--- src/hdl/capture_pair_frequency_meter_macros.svh ---
// ----------------------------------------------------------------------------
// Assertion macros for the capture pair frequency meter
// Shared concurrent assertion forms, clocked on the rising edge and
// disabled while reset is asserted.
// ----------------------------------------------------------------------------
`ifndef CAPTURE_PAIR_FREQUENCY_METER_MACROS_SVH
`define CAPTURE_PAIR_FREQUENCY_METER_MACROS_SVH

// The consequent must hold in the same cycle as the antecedent.
`define CPFM_ASSERT_IMPL(label, clk, rst_n, ante, cons) \
    label: assert property (@(posedge clk) disable iff (!rst_n) (ante) |-> (cons)) \
        else $error("assertion failed in same-cycle check");

// The consequent must hold in the cycle after the antecedent.
`define CPFM_ASSERT_NEXT(label, clk, rst_n, ante, cons) \
    label: assert property (@(posedge clk) disable iff (!rst_n) (ante) |=> (cons)) \
        else $error("assertion failed in next-cycle check");

`endif

--- src/hdl/cpfm_pkg.sv ---
// ----------------------------------------------------------------------------
// Capture pair frequency meter package
// Field widths, register indexes, reset values and the command and status
// types that join the controller and the datapath.
// ----------------------------------------------------------------------------
package cpfm_pkg;

    localparam int COUNTER_BITS_DEFAULT = 16;

    localparam int TICK_W  = 24;
    localparam int STEP_W  = 16;
    localparam int FREQ_W  = 16;
    localparam int ROUND_W = 17;
    localparam int NUM_W   = TICK_W;
    localparam int IDX_W   = 8;

    localparam logic [TICK_W-1:0] TICK_RATE_RESET  = 24'd1000000;
    localparam logic [STEP_W-1:0] ROUND_STEP_RESET = 16'd1000;
    localparam logic [FREQ_W-1:0] FREQ_MAX         = 16'hFFFF;

    localparam logic [IDX_W-1:0] REG_TICK_RATE  = 8'd0;
    localparam logic [IDX_W-1:0] REG_ROUND_STEP = 8'd1;

    typedef struct packed {
        logic store_first;
        logic load_period;
        logic div_start;
        logic div_short;
        logic take_freq;
        logic take_round;
        logic load_out;
    } cpfm_cmd_t;

    typedef struct packed {
        logic period_zero;
        logic round_needed;
        logic div_done;
    } cpfm_status_t;

endpackage

--- src/hdl/cpfm_interfaces.sv ---
// ----------------------------------------------------------------------------
// Capture pair frequency meter channel interfaces
// Valid/ready channels for captures, results and register writes.
// ----------------------------------------------------------------------------
interface cpfm_capture_if #(
    parameter int COUNTER_BITS = cpfm_pkg::COUNTER_BITS_DEFAULT
);
    logic                    valid;
    logic                    ready;
    logic [COUNTER_BITS-1:0] capture_value;

    modport source (output valid, output capture_value, input ready);
    modport sink   (input valid, input capture_value, output ready);
endinterface

interface cpfm_result_if;
    logic                          valid;
    logic                          ready;
    logic [cpfm_pkg::FREQ_W-1:0]   freq_hz;
    logic [cpfm_pkg::ROUND_W-1:0]  freq_rounded;
    logic [cpfm_pkg::FREQ_W-1:0]   period_ticks;
    logic                          zero_period;
    logic                          saturated;

    modport source (output valid, output freq_hz, output freq_rounded,
                    output period_ticks, output zero_period, output saturated,
                    input ready);
    modport sink   (input valid, input freq_hz, input freq_rounded,
                    input period_ticks, input zero_period, input saturated,
                    output ready);
endinterface

interface cpfm_cfg_if;
    logic                         valid;
    logic                         ready;
    logic [cpfm_pkg::IDX_W-1:0]   index;
    logic [cpfm_pkg::TICK_W-1:0]  data;

    modport source (output valid, output index, output data, input ready);
    modport sink   (input valid, input index, input data, output ready);
endinterface

--- src/hdl/cpfm_divider.sv ---
// ----------------------------------------------------------------------------
// Capture pair frequency meter divider
// Restoring divider that produces one quotient bit per cycle. A short run
// handles a numerator whose value sits in the upper bits.
// ----------------------------------------------------------------------------
`include "capture_pair_frequency_meter_macros.svh"

module cpfm_divider #(
    parameter int NUM_W       = cpfm_pkg::NUM_W,
    parameter int DEN_W       = cpfm_pkg::COUNTER_BITS_DEFAULT,
    parameter int SHORT_STEPS = cpfm_pkg::FREQ_W
) (
    input  logic             clk,
    input  logic             rst_n,
    input  logic             start,
    input  logic             short_run,
    input  logic [NUM_W-1:0] num,
    input  logic [DEN_W-1:0] den,
    output logic [NUM_W-1:0] quotient,
    output logic [DEN_W-1:0] remainder,
    output logic             done
);

    localparam int CNT_W = $clog2(NUM_W + 1);

    logic [NUM_W-1:0] quot_reg, quot_next;
    logic [DEN_W-1:0] rem_reg, rem_next;
    logic [DEN_W-1:0] den_reg;
    logic [CNT_W-1:0] cnt_reg, cnt_next;
    logic             done_reg, done_next;

    logic [DEN_W:0]   shifted;
    logic [DEN_W:0]   diff;
    logic             fits;

    always_comb
    begin
        shifted = {rem_reg, quot_reg[NUM_W-1]};
        diff    = shifted - {1'b0, den_reg};
        fits    = shifted >= {1'b0, den_reg};
        rem_next  = fits ? diff[DEN_W-1:0] : shifted[DEN_W-1:0];
        quot_next = {quot_reg[NUM_W-2:0], fits};
    end

    always_comb
    begin
        cnt_next  = cnt_reg;
        done_next = 1'b0;
        if (start)
        begin
            cnt_next = short_run ? CNT_W'(SHORT_STEPS) : CNT_W'(NUM_W);
        end
        else if (cnt_reg != '0)
        begin
            cnt_next  = cnt_reg - CNT_W'(1);
            done_next = (cnt_reg == CNT_W'(1));
        end
    end

    always_ff @(posedge clk or negedge rst_n)
    begin
        if (!rst_n)
        begin
            cnt_reg  <= '0;
            done_reg <= 1'b0;
        end
        else
        begin
            cnt_reg  <= cnt_next;
            done_reg <= done_next;
        end
    end

    always_ff @(posedge clk)
    begin
        if (start)
        begin
            quot_reg <= num;
            rem_reg  <= '0;
            den_reg  <= den;
        end
        else if (cnt_reg != '0)
        begin
            quot_reg <= quot_next;
            rem_reg  <= rem_next;
        end
    end

    assign quotient  = quot_reg;
    assign remainder = rem_reg;
    assign done      = done_reg;

    `CPFM_ASSERT_NEXT(a_done_after_last_step, clk, rst_n, (cnt_reg == CNT_W'(1)) && !start, done_reg)
    `CPFM_ASSERT_IMPL(a_no_start_while_busy, clk, rst_n, start, (cnt_reg == '0))

endmodule

--- src/hdl/cpfm_datapath.sv ---
// ----------------------------------------------------------------------------
// Capture pair frequency meter datapath
// Configuration registers, pair period arithmetic, the shared divider, the
// saturation and rounding logic and the result register.
// ----------------------------------------------------------------------------
module cpfm_datapath #(
    parameter int COUNTER_BITS = cpfm_pkg::COUNTER_BITS_DEFAULT
) (
    input  logic                            clk,
    input  logic                            rst_n,
    input  cpfm_pkg::cpfm_cmd_t             cmd,
    output cpfm_pkg::cpfm_status_t          status,
    input  logic [COUNTER_BITS-1:0]         capture_value,
    input  logic                            cfg_we,
    input  logic [cpfm_pkg::IDX_W-1:0]      cfg_index,
    input  logic [cpfm_pkg::TICK_W-1:0]     cfg_data,
    output logic [cpfm_pkg::FREQ_W-1:0]     freq_hz,
    output logic [cpfm_pkg::ROUND_W-1:0]    freq_rounded,
    output logic [cpfm_pkg::FREQ_W-1:0]     period_ticks,
    output logic                            zero_period,
    output logic                            saturated
);

    localparam int W     = COUNTER_BITS;
    localparam int DEN_W = (COUNTER_BITS > cpfm_pkg::STEP_W) ? COUNTER_BITS : cpfm_pkg::STEP_W;
    localparam int NUM_W = cpfm_pkg::NUM_W;
    localparam int FW    = cpfm_pkg::FREQ_W;
    localparam int RW    = cpfm_pkg::ROUND_W;
    localparam int SW    = cpfm_pkg::STEP_W;

    logic [cpfm_pkg::TICK_W-1:0] tick_reg;
    logic [SW-1:0]               step_reg;
    logic [W-1:0]                first_reg;
    logic [W-1:0]                period_reg;
    logic [FW-1:0]               freq_reg;
    logic                        sat_reg;
    logic [RW-1:0]               rounded_reg;

    logic [FW-1:0]               out_freq_reg;
    logic [RW-1:0]               out_rounded_reg;
    logic [FW-1:0]               out_period_reg;
    logic                        out_zero_reg;
    logic                        out_sat_reg;

    logic [W-1:0]                cap_adj;
    logic [W-1:0]                period_calc;
    logic [NUM_W-1:0]            div_num;
    logic [DEN_W-1:0]            div_den;
    logic [NUM_W-1:0]            div_quot;
    logic [DEN_W-1:0]            div_rem;
    logic                        div_done;
    logic [SW-1:0]               rem_step;
    logic [RW-1:0]               rounded_down;
    logic [RW-1:0]               rounded_calc;
    logic                        quot_over;

    // Wrapping period between the stored capture and the adjusted second one.
    always_comb
    begin
        cap_adj     = capture_value + W'(1);
        period_calc = (cap_adj > first_reg) ? (cap_adj - first_reg) : (cap_adj + ~first_reg);
    end

    always_comb
    begin
        div_num = cmd.div_short ? {freq_reg, {(NUM_W - FW){1'b0}}} : NUM_W'(tick_reg);
        div_den = cmd.div_short ? DEN_W'(step_reg) : DEN_W'(period_reg);
    end

    cpfm_divider #(
        .NUM_W       (NUM_W),
        .DEN_W       (DEN_W),
        .SHORT_STEPS (FW)
    ) u_divider (
        .clk       (clk),
        .rst_n     (rst_n),
        .start     (cmd.div_start),
        .short_run (cmd.div_short),
        .num       (div_num),
        .den       (div_den),
        .quotient  (div_quot),
        .remainder (div_rem),
        .done      (div_done)
    );

    always_comb
    begin
        quot_over    = (div_quot[NUM_W-1:FW] != '0);
        rem_step     = div_rem[SW-1:0];
        rounded_down = {1'b0, freq_reg} - {1'b0, rem_step};
        if ({rem_step, 1'b0} >= {1'b0, step_reg})
        begin
            rounded_calc = rounded_down + {1'b0, step_reg};
        end
        else
        begin
            rounded_calc = rounded_down;
        end
    end

    assign status.period_zero  = (period_reg == '0);
    assign status.round_needed = (step_reg != '0) && (freq_reg >= step_reg);
    assign status.div_done     = div_done;

    always_ff @(posedge clk or negedge rst_n)
    begin
        if (!rst_n)
        begin
            tick_reg <= cpfm_pkg::TICK_RATE_RESET;
            step_reg <= cpfm_pkg::ROUND_STEP_RESET;
        end
        else if (cfg_we)
        begin
            if (cfg_index == cpfm_pkg::REG_TICK_RATE)
            begin
                tick_reg <= cfg_data;
            end
            else if (cfg_index == cpfm_pkg::REG_ROUND_STEP)
            begin
                step_reg <= cfg_data[SW-1:0];
            end
        end
    end

    always_ff @(posedge clk or negedge rst_n)
    begin
        if (!rst_n)
        begin
            first_reg <= '0;
        end
        else if (cmd.store_first)
        begin
            first_reg <= capture_value;
        end
    end

    always_ff @(posedge clk)
    begin
        if (cmd.load_period)
        begin
            period_reg  <= period_calc;
            freq_reg    <= '0;
            sat_reg     <= 1'b0;
            rounded_reg <= '0;
        end
        else if (cmd.take_freq)
        begin
            freq_reg    <= quot_over ? cpfm_pkg::FREQ_MAX : div_quot[FW-1:0];
            sat_reg     <= quot_over;
            rounded_reg <= {1'b0, (quot_over ? cpfm_pkg::FREQ_MAX : div_quot[FW-1:0])};
        end
        else if (cmd.take_round)
        begin
            rounded_reg <= rounded_calc;
        end

        if (cmd.load_out)
        begin
            out_freq_reg    <= freq_reg;
            out_rounded_reg <= rounded_reg;
            out_period_reg  <= FW'(period_reg);
            out_zero_reg    <= (period_reg == '0);
            out_sat_reg     <= sat_reg;
        end
    end

    assign freq_hz      = out_freq_reg;
    assign freq_rounded = out_rounded_reg;
    assign period_ticks = out_period_reg;
    assign zero_period  = out_zero_reg;
    assign saturated    = out_sat_reg;

endmodule

--- src/hdl/cpfm_controller.sv ---
// ----------------------------------------------------------------------------
// Capture pair frequency meter controller
// Tracks the pair phase and sequences period, division, rounding and the
// hand-off of each result to the output register.
// ----------------------------------------------------------------------------
`include "capture_pair_frequency_meter_macros.svh"

module cpfm_controller (
    input  logic                   clk,
    input  logic                   rst_n,
    input  logic                   in_valid,
    output logic                   in_ready,
    output logic                   out_valid,
    input  logic                   out_ready,
    input  cpfm_pkg::cpfm_status_t status,
    output cpfm_pkg::cpfm_cmd_t    cmd
);

    typedef enum logic [5:0] {
        ST_IDLE         = 6'b000001,
        ST_CHECK_PERIOD = 6'b000010,
        ST_DIV_FREQ     = 6'b000100,
        ST_CHECK_ROUND  = 6'b001000,
        ST_DIV_ROUND    = 6'b010000,
        ST_OUTPUT       = 6'b100000
    } cpfm_state_t;

    cpfm_state_t state_reg, state_next;
    logic        phase_reg, phase_next;
    logic        out_valid_reg, out_valid_next;
    logic        accept;

    assign in_ready = (state_reg == ST_IDLE);
    assign accept   = in_valid && in_ready;

    always_comb
    begin
        state_next     = state_reg;
        phase_next     = phase_reg;
        out_valid_next = out_valid_reg && !out_ready;
        cmd            = '0;

        case (state_reg)
            ST_IDLE:
            begin
                if (accept)
                begin
                    if (!phase_reg)
                    begin
                        cmd.store_first = 1'b1;
                        phase_next      = 1'b1;
                    end
                    else
                    begin
                        cmd.load_period = 1'b1;
                        phase_next      = 1'b0;
                        state_next      = ST_CHECK_PERIOD;
                    end
                end
            end
            ST_CHECK_PERIOD:
            begin
                if (status.period_zero)
                begin
                    state_next = ST_OUTPUT;
                end
                else
                begin
                    cmd.div_start = 1'b1;
                    state_next    = ST_DIV_FREQ;
                end
            end
            ST_DIV_FREQ:
            begin
                if (status.div_done)
                begin
                    cmd.take_freq = 1'b1;
                    state_next    = ST_CHECK_ROUND;
                end
            end
            ST_CHECK_ROUND:
            begin
                if (status.round_needed)
                begin
                    cmd.div_start = 1'b1;
                    cmd.div_short = 1'b1;
                    state_next    = ST_DIV_ROUND;
                end
                else
                begin
                    state_next = ST_OUTPUT;
                end
            end
            ST_DIV_ROUND:
            begin
                cmd.div_short = 1'b1;
                if (status.div_done)
                begin
                    cmd.take_round = 1'b1;
                    state_next     = ST_OUTPUT;
                end
            end
            ST_OUTPUT:
            begin
                if (!out_valid_reg || out_ready)
                begin
                    cmd.load_out   = 1'b1;
                    out_valid_next = 1'b1;
                    state_next     = ST_IDLE;
                end
            end
            default:
            begin
                state_next = ST_IDLE;
            end
        endcase
    end

    always_ff @(posedge clk or negedge rst_n)
    begin
        if (!rst_n)
        begin
            state_reg     <= ST_IDLE;
            phase_reg     <= 1'b0;
            out_valid_reg <= 1'b0;
        end
        else
        begin
            state_reg     <= state_next;
            phase_reg     <= phase_next;
            out_valid_reg <= out_valid_next;
        end
    end

    assign out_valid = out_valid_reg;

    `CPFM_ASSERT_IMPL(a_no_result_overwrite, clk, rst_n, cmd.load_out, (!out_valid_reg || out_ready))
    `CPFM_ASSERT_NEXT(a_second_capture_starts, clk, rst_n, accept && phase_reg, (state_reg == ST_CHECK_PERIOD) && !phase_reg)
    `CPFM_ASSERT_NEXT(a_zero_period_skips_div, clk, rst_n, (state_reg == ST_CHECK_PERIOD) && status.period_zero, (state_reg == ST_OUTPUT))

endmodule

--- src/hdl/capture_pair_frequency_meter.sv ---
// After the second capture transaction of a pair, the controller runs the period check,
// the frequency division, the rounding check, the rounding division when needed and the
// output state; a zero period goes from the period check straight to the output state.
// The one-bit-per-cycle shared divider takes 24 steps for the frequency, 16 for rounding.
// A finished result waits in the output register while the next pair is captured.
// Reset (rst_n, asynchronous, active low) clears the pair phase and stored capture.
// ----------------------------------------------------------------------------
// Capture pair frequency meter
// Measures frequency from pairs of timer captures: the tick rate divided by
// the wrapping tick count between the two captures, saturated to 16 bits,
// with a copy rounded half up to a configurable step.
// ----------------------------------------------------------------------------
module capture_pair_frequency_meter #(
    parameter int COUNTER_BITS = cpfm_pkg::COUNTER_BITS_DEFAULT
) (
    input  logic           clk,
    input  logic           rst_n,
    cpfm_capture_if.sink   capture,
    cpfm_result_if.source  result,
    cpfm_cfg_if.sink       cfg
);

    // Command and status bundle between the sequencer and the datapath.
    cpfm_pkg::cpfm_cmd_t    cmd;
    cpfm_pkg::cpfm_status_t status;

    // Register writes are always taken; the user must issue them only while the
    // block is idle; no interlock with the sequencer enforces this.
    assign cfg.ready = 1'b1;

    // The controller owns the pair phase, the state sequence and the result
    // valid flag. Captures are taken only while it is idle; the first of a
    // pair is stored and the second starts the computation.
    cpfm_controller u_controller (
        .clk       (clk),
        .rst_n     (rst_n),
        .in_valid  (capture.valid),
        .in_ready  (capture.ready),
        .out_valid (result.valid),
        .out_ready (result.ready),
        .status    (status),
        .cmd       (cmd)
    );

    // The datapath holds the configuration, the stored first capture, the
    // period and the shared divider. The divider first computes
    // tick_rate_hz / period and later, when rounding applies, the remainder
    // of the frequency by the rounding step.
    cpfm_datapath #(
        .COUNTER_BITS (COUNTER_BITS)
    ) u_datapath (
        .clk           (clk),
        .rst_n         (rst_n),
        .cmd           (cmd),
        .status        (status),
        .capture_value (capture.capture_value),
        .cfg_we        (cfg.valid),
        .cfg_index     (cfg.index),
        .cfg_data      (cfg.data),
        .freq_hz       (result.freq_hz),
        .freq_rounded  (result.freq_rounded),
        .period_ticks  (result.period_ticks),
        .zero_period   (result.zero_period),
        .saturated     (result.saturated)
    );

endmodule
--- src/flat_wrapper.sv ---
// flat-port wrapper written by rule: the top's interface ports become plain ports
module capture_pair_frequency_meter_flat 
#(
    parameter int COUNTER_BITS = cpfm_pkg::COUNTER_BITS_DEFAULT
)
  (clk, rst_n, capture_valid, capture_capture_value, capture_ready, result_valid, result_freq_hz, result_freq_rounded, result_period_ticks, result_zero_period, result_saturated, result_ready, cfg_valid, cfg_index, cfg_data, cfg_ready);
  cpfm_capture_if #(.COUNTER_BITS(COUNTER_BITS)) capture_i ();
  cpfm_result_if result_i ();
  cpfm_cfg_if cfg_i ();
  input  logic clk;
  input  logic rst_n;
  input wire logic [$bits(capture_i.valid)-1:0] capture_valid;
  input wire logic [$bits(capture_i.capture_value)-1:0] capture_capture_value;
  output wire logic [$bits(capture_i.ready)-1:0] capture_ready;
  output wire logic [$bits(result_i.valid)-1:0] result_valid;
  output wire logic [$bits(result_i.freq_hz)-1:0] result_freq_hz;
  output wire logic [$bits(result_i.freq_rounded)-1:0] result_freq_rounded;
  output wire logic [$bits(result_i.period_ticks)-1:0] result_period_ticks;
  output wire logic [$bits(result_i.zero_period)-1:0] result_zero_period;
  output wire logic [$bits(result_i.saturated)-1:0] result_saturated;
  input wire logic [$bits(result_i.ready)-1:0] result_ready;
  input wire logic [$bits(cfg_i.valid)-1:0] cfg_valid;
  input wire logic [$bits(cfg_i.index)-1:0] cfg_index;
  input wire logic [$bits(cfg_i.data)-1:0] cfg_data;
  output wire logic [$bits(cfg_i.ready)-1:0] cfg_ready;
  assign capture_i.valid = capture_valid;
  assign capture_i.capture_value = capture_capture_value;
  assign capture_ready = capture_i.ready;
  assign result_valid = result_i.valid;
  assign result_freq_hz = result_i.freq_hz;
  assign result_freq_rounded = result_i.freq_rounded;
  assign result_period_ticks = result_i.period_ticks;
  assign result_zero_period = result_i.zero_period;
  assign result_saturated = result_i.saturated;
  assign result_i.ready = result_ready;
  assign cfg_i.valid = cfg_valid;
  assign cfg_i.index = cfg_index;
  assign cfg_i.data = cfg_data;
  assign cfg_ready = cfg_i.ready;
  capture_pair_frequency_meter #(.COUNTER_BITS(COUNTER_BITS)) u_core (.clk(clk), .rst_n(rst_n), .capture(capture_i), .result(result_i), .cfg(cfg_i));
endmodule
--- config.mk ---
export PLATFORM = sky130hd
export DESIGN_NAME = capture_pair_frequency_meter_flat
export DESIGN_NICKNAME = d
export VERILOG_FILES = /design/src/hdl/cpfm_pkg.sv /design/src/hdl/cpfm_interfaces.sv /design/src/hdl/cpfm_divider.sv /design/src/hdl/cpfm_datapath.sv /design/src/hdl/cpfm_controller.sv /design/src/hdl/capture_pair_frequency_meter.sv /design/src/flat_wrapper.sv
export VERILOG_INCLUDE_DIRS = /design/src /design/src/hdl
export SDC_FILE = /design/constraint.sdc
export NUM_CORES = 1
export LEC_CHECK = 0
export BUFFER_PORTS_ARGS = -buffer_cell sky130_fd_sc_hd__clkbuf_2
export CAP_MARGIN = 30
export CORE_MARGIN = 3
export CORE_UTILIZATION = 55
export CTS_CLUSTER_SIZE = 20
export DETAILED_ROUTE_END_ITERATION = 16
export PLACE_DENSITY = 0.79
export SYNTH_ARGS = -nofsm -noshare
export SYNTH_HDL_FRONTEND = slang
export SYNTH_SLANG_ARGS = --single-unit
export TNS_END_PERCENT = 20
--- constraint.sdc ---
create_clock -name clk -period 7.2 [get_ports clk]
set_clock_uncertainty 0.2 [all_clocks]
set_input_delay 0.72 -clock clk [delete_from_list [all_inputs] [get_ports clk]]
set_output_delay 0.72 -clock clk [all_outputs]
set_load 0.005 [all_outputs]
==> metrics.md, run 1 <==
| Metric | Value |
|---|---|
| Mean area per synthesized cell | 10.2 µm² |
| Clk sinks | 227 |
| Number of global-route vias before repair | 10,210 |
| H-tree depth | 1 |
| Worst Path Required | 7.43 ns |
| First-iteration detailed-routing DRC count | 863 |
| GRT Overall Usage | 26.5% |
| Tightest Hold Check Type | in -> async |
| Fillers | 1,808 |
| Placed instance count | 1,668 |
| Crit path kind | reg -> reg |
| EDFF count, synth | 107 |
| Reg2Reg Setup Slack | 2.78 ns |
| Yosys reg bits | 227 |
| Fin util | 64.2% |
| Netlist cell types | 81 |
| Critical R2R Launch | u_core.u_datapath.step_reg[11] |
| CTS resizes | 0 |
| Drt total wl | 34.6 mm |
| CP peak stage delay | 0.61 ns |
| First-pass GRT wire length | 54.8 mm |
| 1st-pass router iterations | 8 |
| Core ar. | 23,100 µm² |
| Final hold slack | 0.206 ns |
| Status | complete, no violations |
| Clk_lat worst skew | 0.54 ns |
| GRT met1 Usage | 35.0% |
| HPWL after DPL | 25.2 mm |
| Layout cell share with drive strength beyond 1 | 19.4% |
| Vias | 10,473 |
| CP max stage cell | a2111oi_0 |
| Type of origin of the critical path | flop |
| Final Critical Period | 4.42 ns |
| TritonCTS Buffers | 24 |
| Final Hold Vio Count | 0 |
| Setup Buffers After CTS | 0 |
| Pin count of the biggest net entering global routing | 71 |
| Antenna Nets Post-Route | 0 |
| Lkg Pwr | 6.46 nW |
| Post-place setup slack | 2.46 ns |
| Area after DPL | 14,000 µm² |
| Global routing met3 resource utilization | 5.70% |
| NumNets Final | 1,542 |
| Fin area | 14,800 µm² |
| Buffers on Ports | 105 |
| Initial antenna violation count | 0 |
| Worst reg2reg path depth | 11 |
| Post-synthesis sequential area ratio | 45.6% |
| Setup violations, final | 0 |
| Final setup margin | 2.78 ns |
| Area grow syn2layout | 12.9% |
| Final worst path period share | 61.4% |
| Max Cap Viol | 0 |
| Final Power | 6.08 mW |
| RSZ-0062 raised after global routing | no |
| Peak VDD IR | 228 µV |
| GRT busiest layer | met2 |
| FP Rows | 55 |
| Ys async rst share | 30.8% |
| Slew headroom | 39.1% |
| Setup TNS | 0 ns |
| Die width | 160 µm |
| I/O Pins | 107 |
| Average routed wire per standard cell | 20.2 µm |
| Crit Path Max Fanout | 27 |
| Starting density of the core | 56.9% |
| Clock slew at reported path FFs | 0.07 ns |
| Top_reg_cell synth | edfxtp_1 |
| Residual DRC | 0 |
| Die height | 160 µm |
| Final Slew Violations | 0 |
| Die Area | 25,700 µm² |
| Fmax | 226 MHz |
| Gr ovfl total | 0 |
| Vias/cell | 6.11 |
| Clock Root Buffer | clkbuf_16 |
| Ant. Diodes | 0 |
| Crit path capture type | flop |
| Worst R2R End | u_core.u_datapath.u_divider.remainder[1] |
| Met2 Resource Use GR | 43.0% |
| Hold buffer count at CTS | 0 |
| Syn Std Cell Area | 13,100 µm² |
| CTS tree | done |
| Critical path arrival | 4.65 ns |
| GPL Wtd Cong | 1.01 |
| YS warnings | 0 |
| Crit path cell chain | inv_1 > ha_1 > a2111oi_0 > nand3_1 > a21oi_1 > nor3_2 > buf_4 > nor2_2 > inv_2 > or4_1 > o311ai_1 |
| Gate Count Post-Synth | 1,280 |
| Bufs on Longest Clock Path | 3 |
| Fin cells | 1,713 |
| Tightest Pin Transition | 0.913 ns |
| Syn nets | 1,440 |
| PD cells | 410 nW/µm² |
==> metal layers <==
metal | vias to the layer above | part of all wire (%) | wire [µm]
met4 | 0 | 4.0 | 1390
met3 | 103 | 9.7 | 3340
met2 | 507 | 46 | 16000
met1 | 4998 | 40 | 13800
li1 | 4865 | - | -
met5 | - | 0 | 0
==> power by group <==
part	switching (mW)	internal (mW)
Combinational	1.58	1.23
Sequential	0.277	1.71
Clock	0.534	0.743
==> cell usage after synthesis, types with 4 or more instances <==
library cell	instances	area, µm²
o21a_1	7	52.6
o31ai_1	5	37.5
a21o_1	27	203
o21bai_1	9	67.6
xnor2_1	46	403
and2_1	6	37.5
buf_2	8	40.0
nor3b_1	4	30.0
a21oi_1	73	365
o21ai_0	56	280
o22ai_1	4	25.0
a211oi_1	9	67.6
a31oi_1	32	200
ha_1	102	1280
nor2b_1	13	81.3
inv_1	92	345
nand4_1	14	87.6
nand3_1	32	160
fa_1	5	100
nor2_1	62	233
and3_1	11	68.8
o211ai_1	7	52.6
a22oi_1	17	128
dfstp_2	14	368
o41ai_1	4	35.0
mux2_2	78	878
xor2_1	19	166
dfrtp_1	56	1400
nor4_1	17	106
o221a_2	4	45.0
nand2_1	142	533
nor3_1	22	110
mux2i_1	11	110
o21ai_1	8	40.0
a2111oi_0	4	35.0
clkbuf_1	26	97.6
edfxtp_1	107	3210
nand2b_1	13	81.3
dfxtp_1	50	1000
==> worst max-delay path, delay by kind of cell (launching register included) <==
family / cells / cell delay, ns
adder cells (fa/ha/maj): 1 / 0.25
buffers and inverters: 3 / 0.85
flip-flops: 1 / 0.60
AND/OR/NAND/NOR: 4 / 1.46
AO/OA/AOI/OAI: 3 / 0.94
==> kinds of logic after synthesis <==
kind of cell,Yosys count,synth area share [%]
compound gates,297,14.8
xor+xnor,65,4.34
fa+ha+maj,107,10.5
buf+inv,135,4.03
flops,227,45.6
mux,89,7.54
other cells,1,0.0286
simple gates,359,13.1
==> area by class of cell <==
type                            count  area (µm²)  share of cell area (%)
Multi-Input combinational cell    918        6610                    44.7
Inverter                           95         357                    2.41
Timing Repair Buffer              116         648                    4.38
Tap cell                          313         392                    2.64
Clock inverter                     17         185                    1.25
Clock buffer                       27         632                    4.27
Sequential cell                   227        5980                    40.4
==> worst max-delay path by stage <==
stage	slack, ns	start	to
2_1_floorplan	3.17	capture_capture_value[0]	u_core.u_datapath.period_reg[14]
3_3_place_gp	2.61	capture_capture_value[0]	u_core.u_datapath.period_reg[14]
3_5_place_dp	2.46	capture_capture_value[0]	u_core.u_datapath.period_reg[14]
4_1_cts	2.62	u_core.u_datapath.step_reg[11]	u_core.u_datapath.u_divider.quotient[11]
5_1_grt	2.48	u_core.u_datapath.step_reg[13]	u_core.u_datapath.u_divider.remainder[1]
6_report	2.78	u_core.u_datapath.step_reg[11]	u_core.u_datapath.u_divider.remainder[1]
==> cell usage in the layout (no fill, tap or decap), types with 5 or more instances in the layout <==
cell type	count
nand2_1	142
edfxtp_1	107
clkbuf_2	104
ha_1	102
inv_1	92
mux2_2	78
a21oi_1	73
nor2_1	61
o21ai_0	56
dfrtp_1	56
dfxtp_1	50
xnor2_1	46
nand3_1	32
a31oi_1	32
a21o_1	27
clkbuf_16	24
nor3_1	22
xor2_1	19
nor4_1	17
a22oi_1	17
nand4_1	14
dfstp_2	14
nand2b_1	13
nor2b_1	12
and3_1	11
mux2i_1	11
o21bai_1	9
a211oi_1	9
buf_4	9
o21ai_1	8
o211ai_1	7
o21a_1	7
and2_1	6
o31ai_1	5
fa_1	5
Note: power is estimated with default switching activity, not from simulation.
==> inputs of run 2 (changes only) <==
ABC_AREA = 1   (was default)
clock period = 4.6 ns   (was 7.2 ns; I/O delays follow)
==> metrics.md, run 2 <==
| Metric | Value |
|---|---|
| Top delay family on crit path | simple AND/OR/NAND/NOR gates |
| FF/Latch Area | 5980 µm² (unchanged) |
| Final Hold Vio Count | 0 (unchanged) |
| Most common cell after layout, fill and taps aside | nand2_1 |
| Top_reg_cell synth | edfxtp_1 |
| Hold path depth | 3 |
| Vias | 13,281 (+27%) |
| Fmax | 258 MHz |
| Die height | 169 µm (+5.6%) |
| Status | complete, no violations |
| Final worst path period share | 84.3% |
| CTS tree | done |
| Fillers | 2,307 (+28%) |
| Setup violations, final | 0 (unchanged) |
| Tightest Pin Transition | 0.898 ns (-0.0155 ns) |
| Setup TNS | 0 ns (unchanged) |
| Slew headroom | 40.0% (+0.87 points) |
| Bufs on Longest Clock Path | 3 (unchanged) |
| Commonest cells after routing, fill and taps aside | nand2_1, inv_1, nand3_1, a21oi_1, o21ai_0 |
| Netlist cell types | 47 (-42%) |
| H-tree depth | 1 (unchanged) |
| Count leader, synth | nand2_1 |
| Hold path startpoint | cfg_data[13] |
| Worst R2R End | u_core.u_datapath.rounded_reg[15] |
| Critical path's most frequent cell | nand2_1 |
| Yosys reg bits | 227 (unchanged) |
| Area after DPL | 15,500 µm² (+11%) |
| Footprint of the multi-input gates | 7260 µm² (+9.7%) |
| Crit path cell chain | dlygate4sd3_1 > clkbuf_2 > ha_1 > nand3_1 > nor3_1 > nand2_1 > nor2_1 > nand2_1 > nor2_1 > xor2_1 > inv_1 > ha_1 > nand2_1 > inv_1 > nand3_1 > nor2_1 > nand3_1 > nand2_2 > inv_2 > nand2_1 > nand2_1 |
| GPL Wtd Cong | 0.961 (-4.7%) |
| Ant. Diodes | 0 (unchanged) |
| Yosys top cell area share | 21.9% (-2.6 points) |
| Crit Path Max Fanout | 18 (-33%) |
| Final setup margin | 0.721 ns (-2.06 ns) |
| Die Area | 28,700 µm² (+12%) |
| 1st-pass router iterations | 6 (-2) |
| Final Slew Violations | 0 (unchanged) |
| Final hold slack | 0.00712 ns (-0.199 ns) |
| Clk sinks | 227 (unchanged) |
| First-iteration detailed-routing DRC count | 1,322 (+53%) |
| Residual DRC | 0 (unchanged) |
| Syn Std Cell Area | 14,700 µm² (+12%) |
| Buffers on Ports | 105 (unchanged) |
| Initial antenna violation count | 1 (+1) |
| Tightest Hold Check Type | in -> reg |
| Lkg Pwr | 8.32 nW (+29%) |
| YS warnings | 0 (unchanged) |
| I/O Pins | 107 (unchanged) |
| PD cells | 622 nW/µm² (+52%) |
| Fin area | 16,500 µm² (+11%) |
| Area grow syn2layout | 12.2% |
| Syn nets | 2,088 (+45%) |
| Yosys top cell by area | edfxtp_1 |
| Antenna Nets Post-Route | 0 (unchanged) |
| NumNets Final | 2,210 (+43%) |
| Max Cap Viol | 0 (unchanged) |
| Crit path capture type | flop |
| Gr ovfl total | 0 (unchanged) |
| Clk_lat worst skew | 0.53 ns (about the same) |
| Peak VDD IR | 415 µV (+82%) |
| Clock Root Buffer | clkbuf_16 |
| CP max stage cell | dlygate4sd3_1 |
| Core ar. | 26,100 µm² (+13%) |
| Clock slew at reported path FFs | 0.06 ns (about the same) |
| Top post-synthesis cells by count | nand2_1, inv_1, nand3_1, a21oi_1, o21ai_0 |
| Number of global-route vias before repair | 12,608 (+23%) |
| CTS resizes | 0 (unchanged) |
| Vias/cell | 5.52 (-9.6%) |
| First-pass GRT wire length | 65.6 mm (+20%) |
| Synth area leaders | edfxtp_1, nand2_1, dfrtp_1, ha_1, inv_1 |
| EDFF count, synth | 107 (unchanged) |
| Average routed wire per standard cell | 17.0 µm (-16%) |
| Crit path kind | in -> reg |
| CP peak stage delay | 0.53 ns (-0.08 ns) |
| FP Rows | 59 (+7.3%) |
| Reg2Reg Setup Slack | 1.03 ns (-1.75 ns) |
| Starting density of the core | 56.2% (-0.68 points) |
| Post-synthesis sequential area ratio | 40.7% (-4.9 points) |
| Hold path endpoint | u_core.u_datapath.step_reg[13] |
| RSZ-0062 raised after global routing | no |
| Critical R2R Launch | u_core.u_datapath.freq_reg[0] |
| Critical path arrival | 3.95 ns (-0.70 ns) |
| Pin count of the biggest net entering global routing | 49 (-31%) |
| Fin util | 63.1% (-1.2 points) |
| Worst reg2reg path depth | 21 (+10) |
| Layout cell share with drive strength beyond 1 | 11.0% (-8.5 points) |
| Mean area per synthesized cell | 7.62 µm² (-26%) |
| Drt total wl | 40.8 mm (+18%) |
| Ys async rst share | 30.8% (unchanged) |
| Gate Count Post-Synth | 1,928 (+51%) |
| Die width | 169 µm (+5.6%) |
| HPWL after DPL | 31.4 mm (+25%) |
| TritonCTS Buffers | 25 (+4.2%) |
| Buffer and inverter count on the worst path | 5 (+2) |
| Final Critical Period | 3.88 ns |
| Type of origin of the critical path | input port |
| Post-place setup slack | 0.720 ns (-1.74 ns) |
| Worst Path Required | 4.67 ns (-2.76 ns) |
| GRT Overall Usage | 28.4% (+1.9 points) |
[run 2: cell count changes after synthesis, moves of 49 or more]
cell     before  now
a21oi_1      73  126
inv_1        92  295
nor2_1       62  111
nand2_1     142  549
nand3_1      32  154
mux2_2       78    0
o21ai_0      56  113
[run 2: timing repair]
item | 4_1_cts | 5_1_grt
hold endpoints to repair | 50 | 0
buffers inserted | 0 | 0
hold buffers | 21 | 0
[run 2: cells by family (layout without fill, tap and decap cells)]
group | count (synthesis) | in the layout | share of synthesized area (%)
AOI/OAI and AO/OA | 281 | 281 | 10.4
xor gates and xnor gates | 58 | 58 | 3.46
adders and majority gates | 107 | 107 | 9.37
buffers and inverters | 355 | 496 | 9.92
DFF | 227 | 227 | 40.7
other | 1 | 1 | 0.0255
and+or+nand+nor | 899 | 899 | 26.1
[run 2: metrics by stage]
step | std cells | total power, mW
finish | 2404 | 10.3
global route | 2404 | 11.1
CTS | 2404 | 10.2
detailed placement | 2337 | 8.25
global placement | 2335 | 8.11
floorplan | 1928 | 7.04
[run 2: metal layers]
metal | vias to the layer above | routed length (µm) | track usage (%)
met1 | 6153 | 17600 | 39.6
met5 | - | 13 | 0
met2 | 563 | 18600 | 47.0
li1 | 6482 | - | -
met4 | 2 | 971 | 6.79
met3 | 81 | 3620 | 4.47
[run 2: how the worst max path moves through the flow]
stage / start / to / slack, ns / depth (start not counted)
floorplan: u_core.u_controller.state_reg[2] / u_core.u_datapath.freq_hz[0] / 1.00 / 5
global placement: capture_capture_value[0] / u_core.u_datapath.period_reg[6] / 0.81 / 22
detailed placement: capture_capture_value[0] / u_core.u_datapath.period_reg[10] / 0.72 / 20
CTS: capture_capture_value[1] / u_core.u_datapath.period_reg[10] / 0.74 / 21
global route: capture_capture_value[1] / u_core.u_datapath.period_reg[6] / 0.39 / 23
finish: capture_capture_value[1] / u_core.u_datapath.period_reg[10] / 0.72 / 21
[run 2: final cells by class]
| cell class | count | share of cell area [%] |
|---|---|---|
| multi-input combinational | 1346 | 44.0 |
| sequential | 227 | 36.3 |
| inverter | 304 | 6.92 |
| timing repair buffer | 146 | 5.44 |
| clock buffer | 32 | 4.14 |
| tap | 335 | 2.54 |
| clock inverter | 14 | 0.653 |
[run 2: power by group]
group | switching [mW] | leakage [nW] | internal (mW)
clock network | 0.815 | 0.385 | 1.11
registers | 0.380 | 2.29 | 2.70
logic | 3.39 | 5.65 | 1.86
total | 4.59 | 8.32 | 5.67
[run 2: worst reg2reg max path: stages (launching register included)]
cell,delay [ns]
dfxtp_1,0.35
inv_1,0.13
ha_1,0.15
inv_1,0.06
fa_1,0.40
nand3_1,0.09
nand2_1,0.13
nand2_1,0.09
nand2_1,0.12
xnor2_1,0.26
inv_1,0.07
ha_1,0.35
nand2_1,0.13
nor2_1,0.16
nand3_1,0.09
nand2_1,0.16
nand2_1,0.10
nand2_1,0.08
nand2_1,0.05
nand3_1,0.08
nand3_1,0.12
a21oi_1,0.16
